### src/rtl/i2c_mbe_pkg.sv
package i2c_mbe_pkg;

    // Mode codes as they arrive on the input channel
    localparam logic [2:0] MODE_NONE  = 3'd0;
    localparam logic [2:0] MODE_START = 3'd1;
    localparam logic [2:0] MODE_STOP  = 3'd2;
    localparam logic [2:0] MODE_WRITE = 3'd3;
    localparam logic [2:0] MODE_READ  = 3'd4;

    // Bit group index of the acknowledge slot; byte commands run nine groups
    localparam logic [3:0] ACK_GROUP      = 4'd8;
    localparam logic [3:0] BYTE_GROUPS    = 4'd9;
    localparam logic [3:0] SINGLE_GROUPS  = 4'd1;
    localparam logic [7:0] PHASE_TICKS_RST = 8'd50;

    typedef enum logic [4:0] {
        CMD_IDLE  = 5'b00001,
        CMD_START = 5'b00010,
        CMD_STOP  = 5'b00100,
        CMD_WRITE = 5'b01000,
        CMD_READ  = 5'b10000
    } cmd_t;

    typedef struct packed {
        logic [2:0] mode;
        logic [7:0] tx_byte;
        logic       send_ack;
        logic       sda_level;
    } item_t;

    typedef struct packed {
        logic       scl_out;
        logic       sda_out;
        logic       busy_res;
        logic       done_res;
        logic [7:0] rx_byte;
        logic       nack_seen;
    } result_t;

endpackage

### src/rtl/i2c_mbe_in_reg.sv
module i2c_mbe_in_reg (
    input  logic                aclk,
    input  logic                aresetn,
    input  logic                s_valid,
    output logic                s_ready,
    input  i2c_mbe_pkg::item_t  s_item,
    input  logic                advance,
    output logic                item_valid,
    output i2c_mbe_pkg::item_t  item
);

    logic               valid_reg;
    i2c_mbe_pkg::item_t item_reg;

    // Slot frees up in the same cycle the engine consumes it
    assign s_ready    = !valid_reg || advance;
    assign item_valid = valid_reg;
    assign item       = item_reg;

    always_ff @(posedge aclk) begin
        if (!aresetn) begin
            valid_reg <= 1'b0;
        end else if (s_ready) begin
            valid_reg <= s_valid;
        end
    end

    always_ff @(posedge aclk) begin
        if (s_valid && s_ready) begin
            item_reg <= s_item;
        end
    end

endmodule

### src/rtl/i2c_mbe_engine.sv
module i2c_mbe_engine (
    input  logic                    aclk,
    input  logic                    aresetn,
    input  logic                    advance,
    input  i2c_mbe_pkg::item_t      item,
    input  logic [7:0]              phase_ticks,
    output i2c_mbe_pkg::result_t    result
);

    i2c_mbe_pkg::cmd_t cmd_reg, cmd_next;
    logic [1:0] step_reg, step_next;
    logic [3:0] bit_reg, bit_next;
    logic [7:0] shift_reg, shift_next;
    logic [7:0] tick_reg, tick_next;
    logic       scl_reg, scl_next;
    logic       sda_reg, sda_next;
    logic       ack_reg, ack_next;
    logic [7:0] rx_reg, rx_next;
    logic       reply_reg, reply_next;
    logic       done;
    logic [7:0] limit;
    logic [1:0] phases;
    logic [3:0] groups;
    logic [1:0] drv;

    // Line drives set on entry to a phase; returns {scl, sda}
    function automatic logic [1:0] enter_drive(
        input i2c_mbe_pkg::cmd_t c,
        input logic [1:0]        ph,
        input logic [3:0]        bc,
        input logic [7:0]        sh,
        input logic              rep,
        input logic              scl,
        input logic              sda
    );
        logic s_cl;
        logic s_da;
        s_cl = scl;
        s_da = sda;
        unique case (c)
            i2c_mbe_pkg::CMD_START: begin
                if (ph == 2'd0) begin
                    s_da = 1'b1;
                    s_cl = 1'b1;
                end else if (ph == 2'd1) begin
                    s_da = 1'b0;
                end else begin
                    s_cl = 1'b0;
                end
            end
            i2c_mbe_pkg::CMD_STOP: begin
                if (ph == 2'd0) s_da = 1'b0;
                else if (ph == 2'd1) s_cl = 1'b1;
                else s_da = 1'b1;
            end
            i2c_mbe_pkg::CMD_WRITE: begin
                if (ph == 2'd0) s_da = (bc < i2c_mbe_pkg::ACK_GROUP) ? sh[7] : 1'b1;
                else if (ph == 2'd1) s_cl = 1'b1;
                else s_cl = 1'b0;
            end
            i2c_mbe_pkg::CMD_READ: begin
                if (bc < i2c_mbe_pkg::ACK_GROUP) begin
                    s_cl = (ph == 2'd0);
                end else if (ph == 2'd0) begin
                    s_da = !rep;
                end else if (ph == 2'd1) begin
                    s_cl = 1'b1;
                end else begin
                    s_cl = 1'b0;
                end
            end
            default: ;
        endcase
        return {s_cl, s_da};
    endfunction

    assign limit = (phase_ticks == 8'd0) ? 8'd1 : phase_ticks;

    always_comb begin
        cmd_next   = cmd_reg;
        step_next  = step_reg;
        bit_next   = bit_reg;
        shift_next = shift_reg;
        tick_next  = tick_reg;
        scl_next   = scl_reg;
        sda_next   = sda_reg;
        ack_next   = ack_reg;
        rx_next    = rx_reg;
        reply_next = reply_reg;
        done       = 1'b0;
        phases     = 2'd3;
        groups     = i2c_mbe_pkg::SINGLE_GROUPS;
        drv        = 2'b11;

        if (cmd_reg == i2c_mbe_pkg::CMD_IDLE) begin
            unique case (item.mode)
                i2c_mbe_pkg::MODE_START: cmd_next = i2c_mbe_pkg::CMD_START;
                i2c_mbe_pkg::MODE_STOP:  cmd_next = i2c_mbe_pkg::CMD_STOP;
                i2c_mbe_pkg::MODE_WRITE: begin
                    cmd_next   = i2c_mbe_pkg::CMD_WRITE;
                    shift_next = item.tx_byte;
                end
                i2c_mbe_pkg::MODE_READ: begin
                    cmd_next   = i2c_mbe_pkg::CMD_READ;
                    shift_next = 8'd0;
                    reply_next = item.send_ack;
                    sda_next   = 1'b1;
                end
                default: ;
            endcase
            if (cmd_next != i2c_mbe_pkg::CMD_IDLE) begin
                step_next = 2'd0;
                bit_next  = 4'd0;
                drv = enter_drive(cmd_next, 2'd0, 4'd0, shift_next, reply_next,
                                  scl_reg, sda_next);
                scl_next  = drv[1];
                sda_next  = drv[0];
                tick_next = 8'd1;
            end
        end else if (tick_reg >= limit) begin
            // Samples taken as the phase closes
            if (cmd_reg == i2c_mbe_pkg::CMD_WRITE) begin
                if (bit_reg < i2c_mbe_pkg::ACK_GROUP && step_reg == 2'd2) begin
                    shift_next = {shift_reg[6:0], 1'b0};
                end else if (bit_reg == i2c_mbe_pkg::ACK_GROUP && step_reg == 2'd1) begin
                    ack_next = item.sda_level;
                end
            end else if (cmd_reg == i2c_mbe_pkg::CMD_READ) begin
                if (bit_reg < i2c_mbe_pkg::ACK_GROUP && step_reg == 2'd0) begin
                    shift_next = {shift_reg[6:0], item.sda_level};
                end
            end

            if (cmd_reg == i2c_mbe_pkg::CMD_READ && bit_reg < i2c_mbe_pkg::ACK_GROUP) begin
                phases = 2'd2;
            end
            if (cmd_reg == i2c_mbe_pkg::CMD_WRITE || cmd_reg == i2c_mbe_pkg::CMD_READ) begin
                groups = i2c_mbe_pkg::BYTE_GROUPS;
            end

            step_next = step_reg + 2'd1;
            if (step_next >= phases) begin
                step_next = 2'd0;
                bit_next  = bit_reg + 4'd1;
            end

            if (bit_next >= groups) begin
                if (cmd_reg == i2c_mbe_pkg::CMD_READ) begin
                    sda_next = 1'b1;
                    rx_next  = shift_next;
                end
                cmd_next  = i2c_mbe_pkg::CMD_IDLE;
                step_next = 2'd0;
                bit_next  = 4'd0;
                tick_next = 8'd0;
                done      = 1'b1;
            end else begin
                drv = enter_drive(cmd_reg, step_next, bit_next, shift_next, reply_reg,
                                  scl_reg, sda_reg);
                scl_next  = drv[1];
                sda_next  = drv[0];
                tick_next = 8'd1;
            end
        end else begin
            tick_next = tick_reg + 8'd1;
        end
    end

    always_ff @(posedge aclk) begin
        if (!aresetn) begin
            cmd_reg   <= i2c_mbe_pkg::CMD_IDLE;
            step_reg  <= 2'd0;
            bit_reg   <= 4'd0;
            shift_reg <= 8'd0;
            tick_reg  <= 8'd0;
            scl_reg   <= 1'b1;
            sda_reg   <= 1'b1;
            ack_reg   <= 1'b0;
            rx_reg    <= 8'd0;
            reply_reg <= 1'b0;
        end else if (advance) begin
            cmd_reg   <= cmd_next;
            step_reg  <= step_next;
            bit_reg   <= bit_next;
            shift_reg <= shift_next;
            tick_reg  <= tick_next;
            scl_reg   <= scl_next;
            sda_reg   <= sda_next;
            ack_reg   <= ack_next;
            rx_reg    <= rx_next;
            reply_reg <= reply_next;
        end
    end

    assign result.scl_out   = scl_next;
    assign result.sda_out   = sda_next;
    assign result.busy_res  = (cmd_next != i2c_mbe_pkg::CMD_IDLE);
    assign result.done_res  = done;
    assign result.rx_byte   = rx_next;
    assign result.nack_seen = ack_next;

endmodule

### src/rtl/i2c_master_byte_engine_core.sv
// I2C master byte engine: bit-level open-drain master for START, STOP,
// write-byte and read-byte commands. Each transfer on the s_ channel is one
// time tick carrying an optional command (s_mode) and the sampled SDA level;
// each tick yields exactly one transfer on the m_ channel with the SCL/SDA
// drives, busy/done flags, last received byte and the write NACK flag.
// Bus phases last cfg_wdata ticks as written through cfg_we (zero acts as
// one); write it only while the engine is idle.
// A tick accepted on the s_ channel passes the input register, then the result
// register, before the m_ channel offers it. Throughput: one tick per clock
// unless m_ready stalls, set by the single next-state pass between registers.
// Commands arriving while a command runs are dropped.
// Reset (aresetn low, synchronous) releases both lines, clears all flags,
// empties both registers and loads a phase length of 50 ticks.
// When m_ready is low the result register holds; the input register takes
// one more tick, then s_ready drops until the result is taken, so the bus
// timing simply pauses without loss.
module i2c_master_byte_engine_core (
    input  logic       aclk,
    input  logic       aresetn,
    input  logic       cfg_we,
    input  logic [7:0] cfg_wdata,
    input  logic       s_valid,
    output logic       s_ready,
    input  logic [2:0] s_mode,
    input  logic [7:0] s_tx_byte,
    input  logic       s_send_ack,
    input  logic       s_sda_level,
    output logic       m_valid,
    input  logic       m_ready,
    output logic       m_scl_out,
    output logic       m_sda_out,
    output logic       m_busy_res,
    output logic       m_done_res,
    output logic [7:0] m_rx_byte,
    output logic       m_nack_seen
);

    logic [7:0]           phase_ticks_reg;
    logic                 m_valid_reg;
    i2c_mbe_pkg::result_t res_reg;
    i2c_mbe_pkg::result_t res_next;
    i2c_mbe_pkg::item_t   s_item;
    i2c_mbe_pkg::item_t   item;
    logic                 item_valid;
    logic                 advance;

    assign s_item.mode      = s_mode;
    assign s_item.tx_byte   = s_tx_byte;
    assign s_item.send_ack  = s_send_ack;
    assign s_item.sda_level = s_sda_level;

    assign advance = item_valid && (!m_valid_reg || m_ready);

    i2c_mbe_in_reg u_in_reg (
        .aclk       (aclk),
        .aresetn    (aresetn),
        .s_valid    (s_valid),
        .s_ready    (s_ready),
        .s_item     (s_item),
        .advance    (advance),
        .item_valid (item_valid),
        .item       (item)
    );

    i2c_mbe_engine u_engine (
        .aclk        (aclk),
        .aresetn     (aresetn),
        .advance     (advance),
        .item        (item),
        .phase_ticks (phase_ticks_reg),
        .result      (res_next)
    );

    always_ff @(posedge aclk) begin
        if (!aresetn) begin
            phase_ticks_reg <= i2c_mbe_pkg::PHASE_TICKS_RST;
        end else if (cfg_we) begin
            phase_ticks_reg <= cfg_wdata;
        end
    end

    always_ff @(posedge aclk) begin
        if (!aresetn) begin
            m_valid_reg <= 1'b0;
        end else if (advance) begin
            m_valid_reg <= 1'b1;
        end else if (m_ready) begin
            m_valid_reg <= 1'b0;
        end
    end

    always_ff @(posedge aclk) begin
        if (advance) begin
            res_reg <= res_next;
        end
    end

    assign m_valid     = m_valid_reg;
    assign m_scl_out   = res_reg.scl_out;
    assign m_sda_out   = res_reg.sda_out;
    assign m_busy_res  = res_reg.busy_res;
    assign m_done_res  = res_reg.done_res;
    assign m_rx_byte   = res_reg.rx_byte;
    assign m_nack_seen = res_reg.nack_seen;

endmodule

### config.mk
export PLATFORM = sky130hd
export DESIGN_NAME = i2c_master_byte_engine_core
export DESIGN_NICKNAME = d
export VERILOG_FILES = /design/src/rtl/i2c_mbe_pkg.sv /design/src/rtl/i2c_mbe_in_reg.sv /design/src/rtl/i2c_mbe_engine.sv /design/src/rtl/i2c_master_byte_engine_core.sv
export SDC_FILE = /design/constraint.sdc
export NUM_CORES = 1
export LEC_CHECK = 0
export BUFFER_PORTS_ARGS = -buffer_cell sky130_fd_sc_hd__clkbuf_2
export CAP_MARGIN = 10
export CORE_AREA = 4 4 89 125
export CTS_BUF_LIST = sky130_fd_sc_hd__clkbuf_4
export CTS_CLUSTER_SIZE = 14
export DETAILED_ROUTE_END_ITERATION = 8
export DIE_AREA = 0 0 93 129
export MAX_ROUTING_LAYER = met4
export PLACE_DENSITY = 0.65
export SLEW_MARGIN = 30
export SYNTH_ARGS = -nofsm -noshare
export SYNTH_HDL_FRONTEND = slang
export SYNTH_SLANG_ARGS = --single-unit
### constraint.sdc
create_clock -name aclk -period 4.1 [get_ports aclk]
set_clock_uncertainty 0.1 [all_clocks]
set_input_delay 0.615 -clock aclk [delete_from_list [all_inputs] [get_ports aclk]]
set_output_delay 0.615 -clock aclk [all_outputs]
set_load 0.02 [all_outputs]
==> run metrics <==
Crit Path Max Fanout=5; via count=3089; num rows=43; io pins=41; final hold vios=0; DRC=1; core area=0.009899 mm^2; layout cells sized above 1=22.47%; Crit path required time=4.37 ns; critical path arrival=4.01 ns; status=finished, violations left; Slew Viols, Final=0; dpl ws=0.2821 ns; Setup Viol. Count Final=0; R2R Path Start=u_engine.cmd_reg[2]; Yosys cell types=68; port bufs=40; largest cells by area after synthesis=dfxtp_1 25%, edfxtp_1 20%, ha_1 5.4%, nor2_1 4.8%, mux2_2 4.6%; worst hold path type=in -> reg; crit path cell chain=nor2_1 > and3_2 > nand2b_1 > ha_1 > nand2b_4 > nand3_1 > xor2_1 > inv_1 > ha_1 > o311a_2 > a2111oi_4 > buf_4 > nand4b_4 > mux2_2 > a41oi_2; TritonCTS Buffers=9; post-DR wirelength/cell=15.08 um; Initial Util=39.83%; vias per inst=5.244; Hold Startpoint=s_tx_byte[1]; Synth warnings=0; grt total ovfl=0; DRT iter0 DRCs=177; Worst-Margin Slew=0.8656 ns; worst-case clock buffer depth=2; crit share post-route=91.28%; max cap viols=0; post-route setup slack=0.3575 ns; EDFF count, synth=26; Die Area=0.01200 mm^2; CP dominant cell by count=ha_1; die width=93 um; Lkg Pwr=1.844 nW; Final #Nets=492; kind of end point of the critical path=flip-flop; Area Growth Syn to Fin=13.11%; ys flop type=dfxtp_1; estimated wirelength of the detail-placed design=6761 um; unrepaired setup endpoints after global routing=false; clk root buf=clkbuf_4; Worst setup SP type=flip-flop; H-tree depth=3; Synth area leader=dfxtp_1; Worst Setup Path Type=reg -> reg; CTS tree=done; sequential element share of the synthesized area=44.68%; r2r setup slk=0.36 ns; total track usage=16.39%; cell area after synthesis=0.003943 mm^2; Final TNS setup=0 ns; routability cong.=0.9355; VDD IR max=208.9 uV; # fillers=971; later-pin clock latency in the skew report=0.43 ns; CP max stage delay=0.50 ns; fmax=0.2672 GHz; Slew headroom=42.29%; Pre-antenna DRT Iters=7; initial antenna violation count=0; crit path launch=u_engine.cmd_reg[2]; syn_nets=444; min Tclk post-route=3.743 ns; share of the synthesized area in the top cell type=24.88%; Avg Cell Area, Syn=9.832 um^2; Final ANT Viol Nets=0; max reg flops=13; total wire length=8885 um; failing checks=DRC; first-pass GRT wire length=15130 um; vias in the first global route=3150; DIE HEIGHT=129 um; Clock Sinks=75; Power Dens Cells=307.9 mW/mm^2; diode count=0; Synth async-reset ratio=0%; post-synthesis cell count=401; slowest CP cell=a2111oi_4; largest net degree at the start of global routing=20; Seq cells post-synth=75; Worst-path clk slew=0.12 ns
timing repair:
item,in CTS,in global routing
hold buffers,0,0
gates resized for setup,0,3
buffers inserted,0,0
endpoints found under the setup margin,0,12
report_power, final:
group | total (mW) | internal (mW) | switching [mW]
logic | 0.172 | 0.0645 | 0.107
registers | 0.815 | 0.798 | 0.0172
clock network | 0.386 | 0.136 | 0.250
total | 1.37 | 0.998 | 0.375
final timing paths:
check                           cells past startpoint                  to
worst max register to register                     15    u_engine.sda_reg
worst min-delay path                                1    u_in_reg.item[3]
worst min register to register                      2  u_engine.rx_reg[7]
worst max-delay path                               15    u_engine.sda_reg
final cells by class:
cell class	count	area, um^2	share of cell area, %
Multi-Input combinational cell	288	2033	45.59
Sequential cell	75	1762	39.51
Clock buffer	11	82.58	1.852
Inverter	21	78.83	1.768
Timing Repair Buffer	54	305.3	6.846
Clock inverter	5	28.78	0.6453
Tap cell	135	168.9	3.788
per-stage QoR:
stage,utilization [%],power [mW],std cells,hold slack [ns],cell area (um^2)
CTS,44.97,1.394,589,0.2115,4452
detailed placement,43.84,1.005,573,0.3544,4340
floorplan,-,0.9427,401,0.3321,3943
finish,45.05,1.373,589,0.2540,4459
global placement,43.84,1.001,573,0.3395,4340
global route,45.05,1.441,589,0.2166,4459
kinds of logic after synthesis:
kind of cell             after synthesis  synth area share [%]
flip-flops                            75                 44.68
XOR/XNOR                               7                 1.555
multiplexers                          30                 8.124
adder cells (fa/ha/maj)               17                 5.395
AO/OA/AOI/OAI                         94                 17.49
AND/OR/NAND/NOR                      140                 18.82
buffers and inverters                 38                 3.935
synth_stat cells, types with 3 or more instances:
library cell and n:
buf_4 3, nand2_1 25, edfxtp_1 26, nand3b_1 5
inv_1 20, mux2_2 16, a21o_1 3, o21ai_0 15
nor2b_1 4, mux2i_1 14, nor3b_1 4, a211oi_1 11
nand3_1 6, and3_1 5, clkbuf_1 13, a21oi_1 21
nand4b_1 3, o211ai_1 4, ha_1 17, o22ai_1 3
dfxtp_1 49, or3_1 3, and2_1 3, nor2_1 50
xor2_1 5, nand4_1 3, nor3_1 8, nand2b_1 5
a22oi_1 8
metal layers:
layer  part of all wire, %  track usage (%)
met1                    43            19.13
met2                    50            27.20
met3                   3.9            3.918
met4                   2.9            6.385
met5                     0                -
critical path: cells and delay by family, from the launching register on:
kind	cells	cell delay [ns]
DFF	1	0.33
and+or+nand+nor	6	0.97
buffers and inverters	2	0.29
adders and majority gates	2	0.63
AOI/OAI and AO/OA	3	0.84
xor gates and xnor gates	1	0.20
muxes	1	0.33
cells in the final DEF, fill, tap and decap left out, types with 5 or more instances in the layout:
cell      count
nand2b_1      5
a21oi_1      21
nor2_1       50
inv_1        20
nand2_1      25
nand3_1       6
edfxtp_1     26
dfxtp_1      49
clkbuf_2     40
a22oi_1       8
mux2_2       16
ha_1         17
xor2_1        5
nand3b_1      5
clkbuf_4     11
nor3_1        8
o21ai_0      15
mux2i_1      14
buf_4        14
a211oi_1     11
Power figures use the tool's default switching activity.
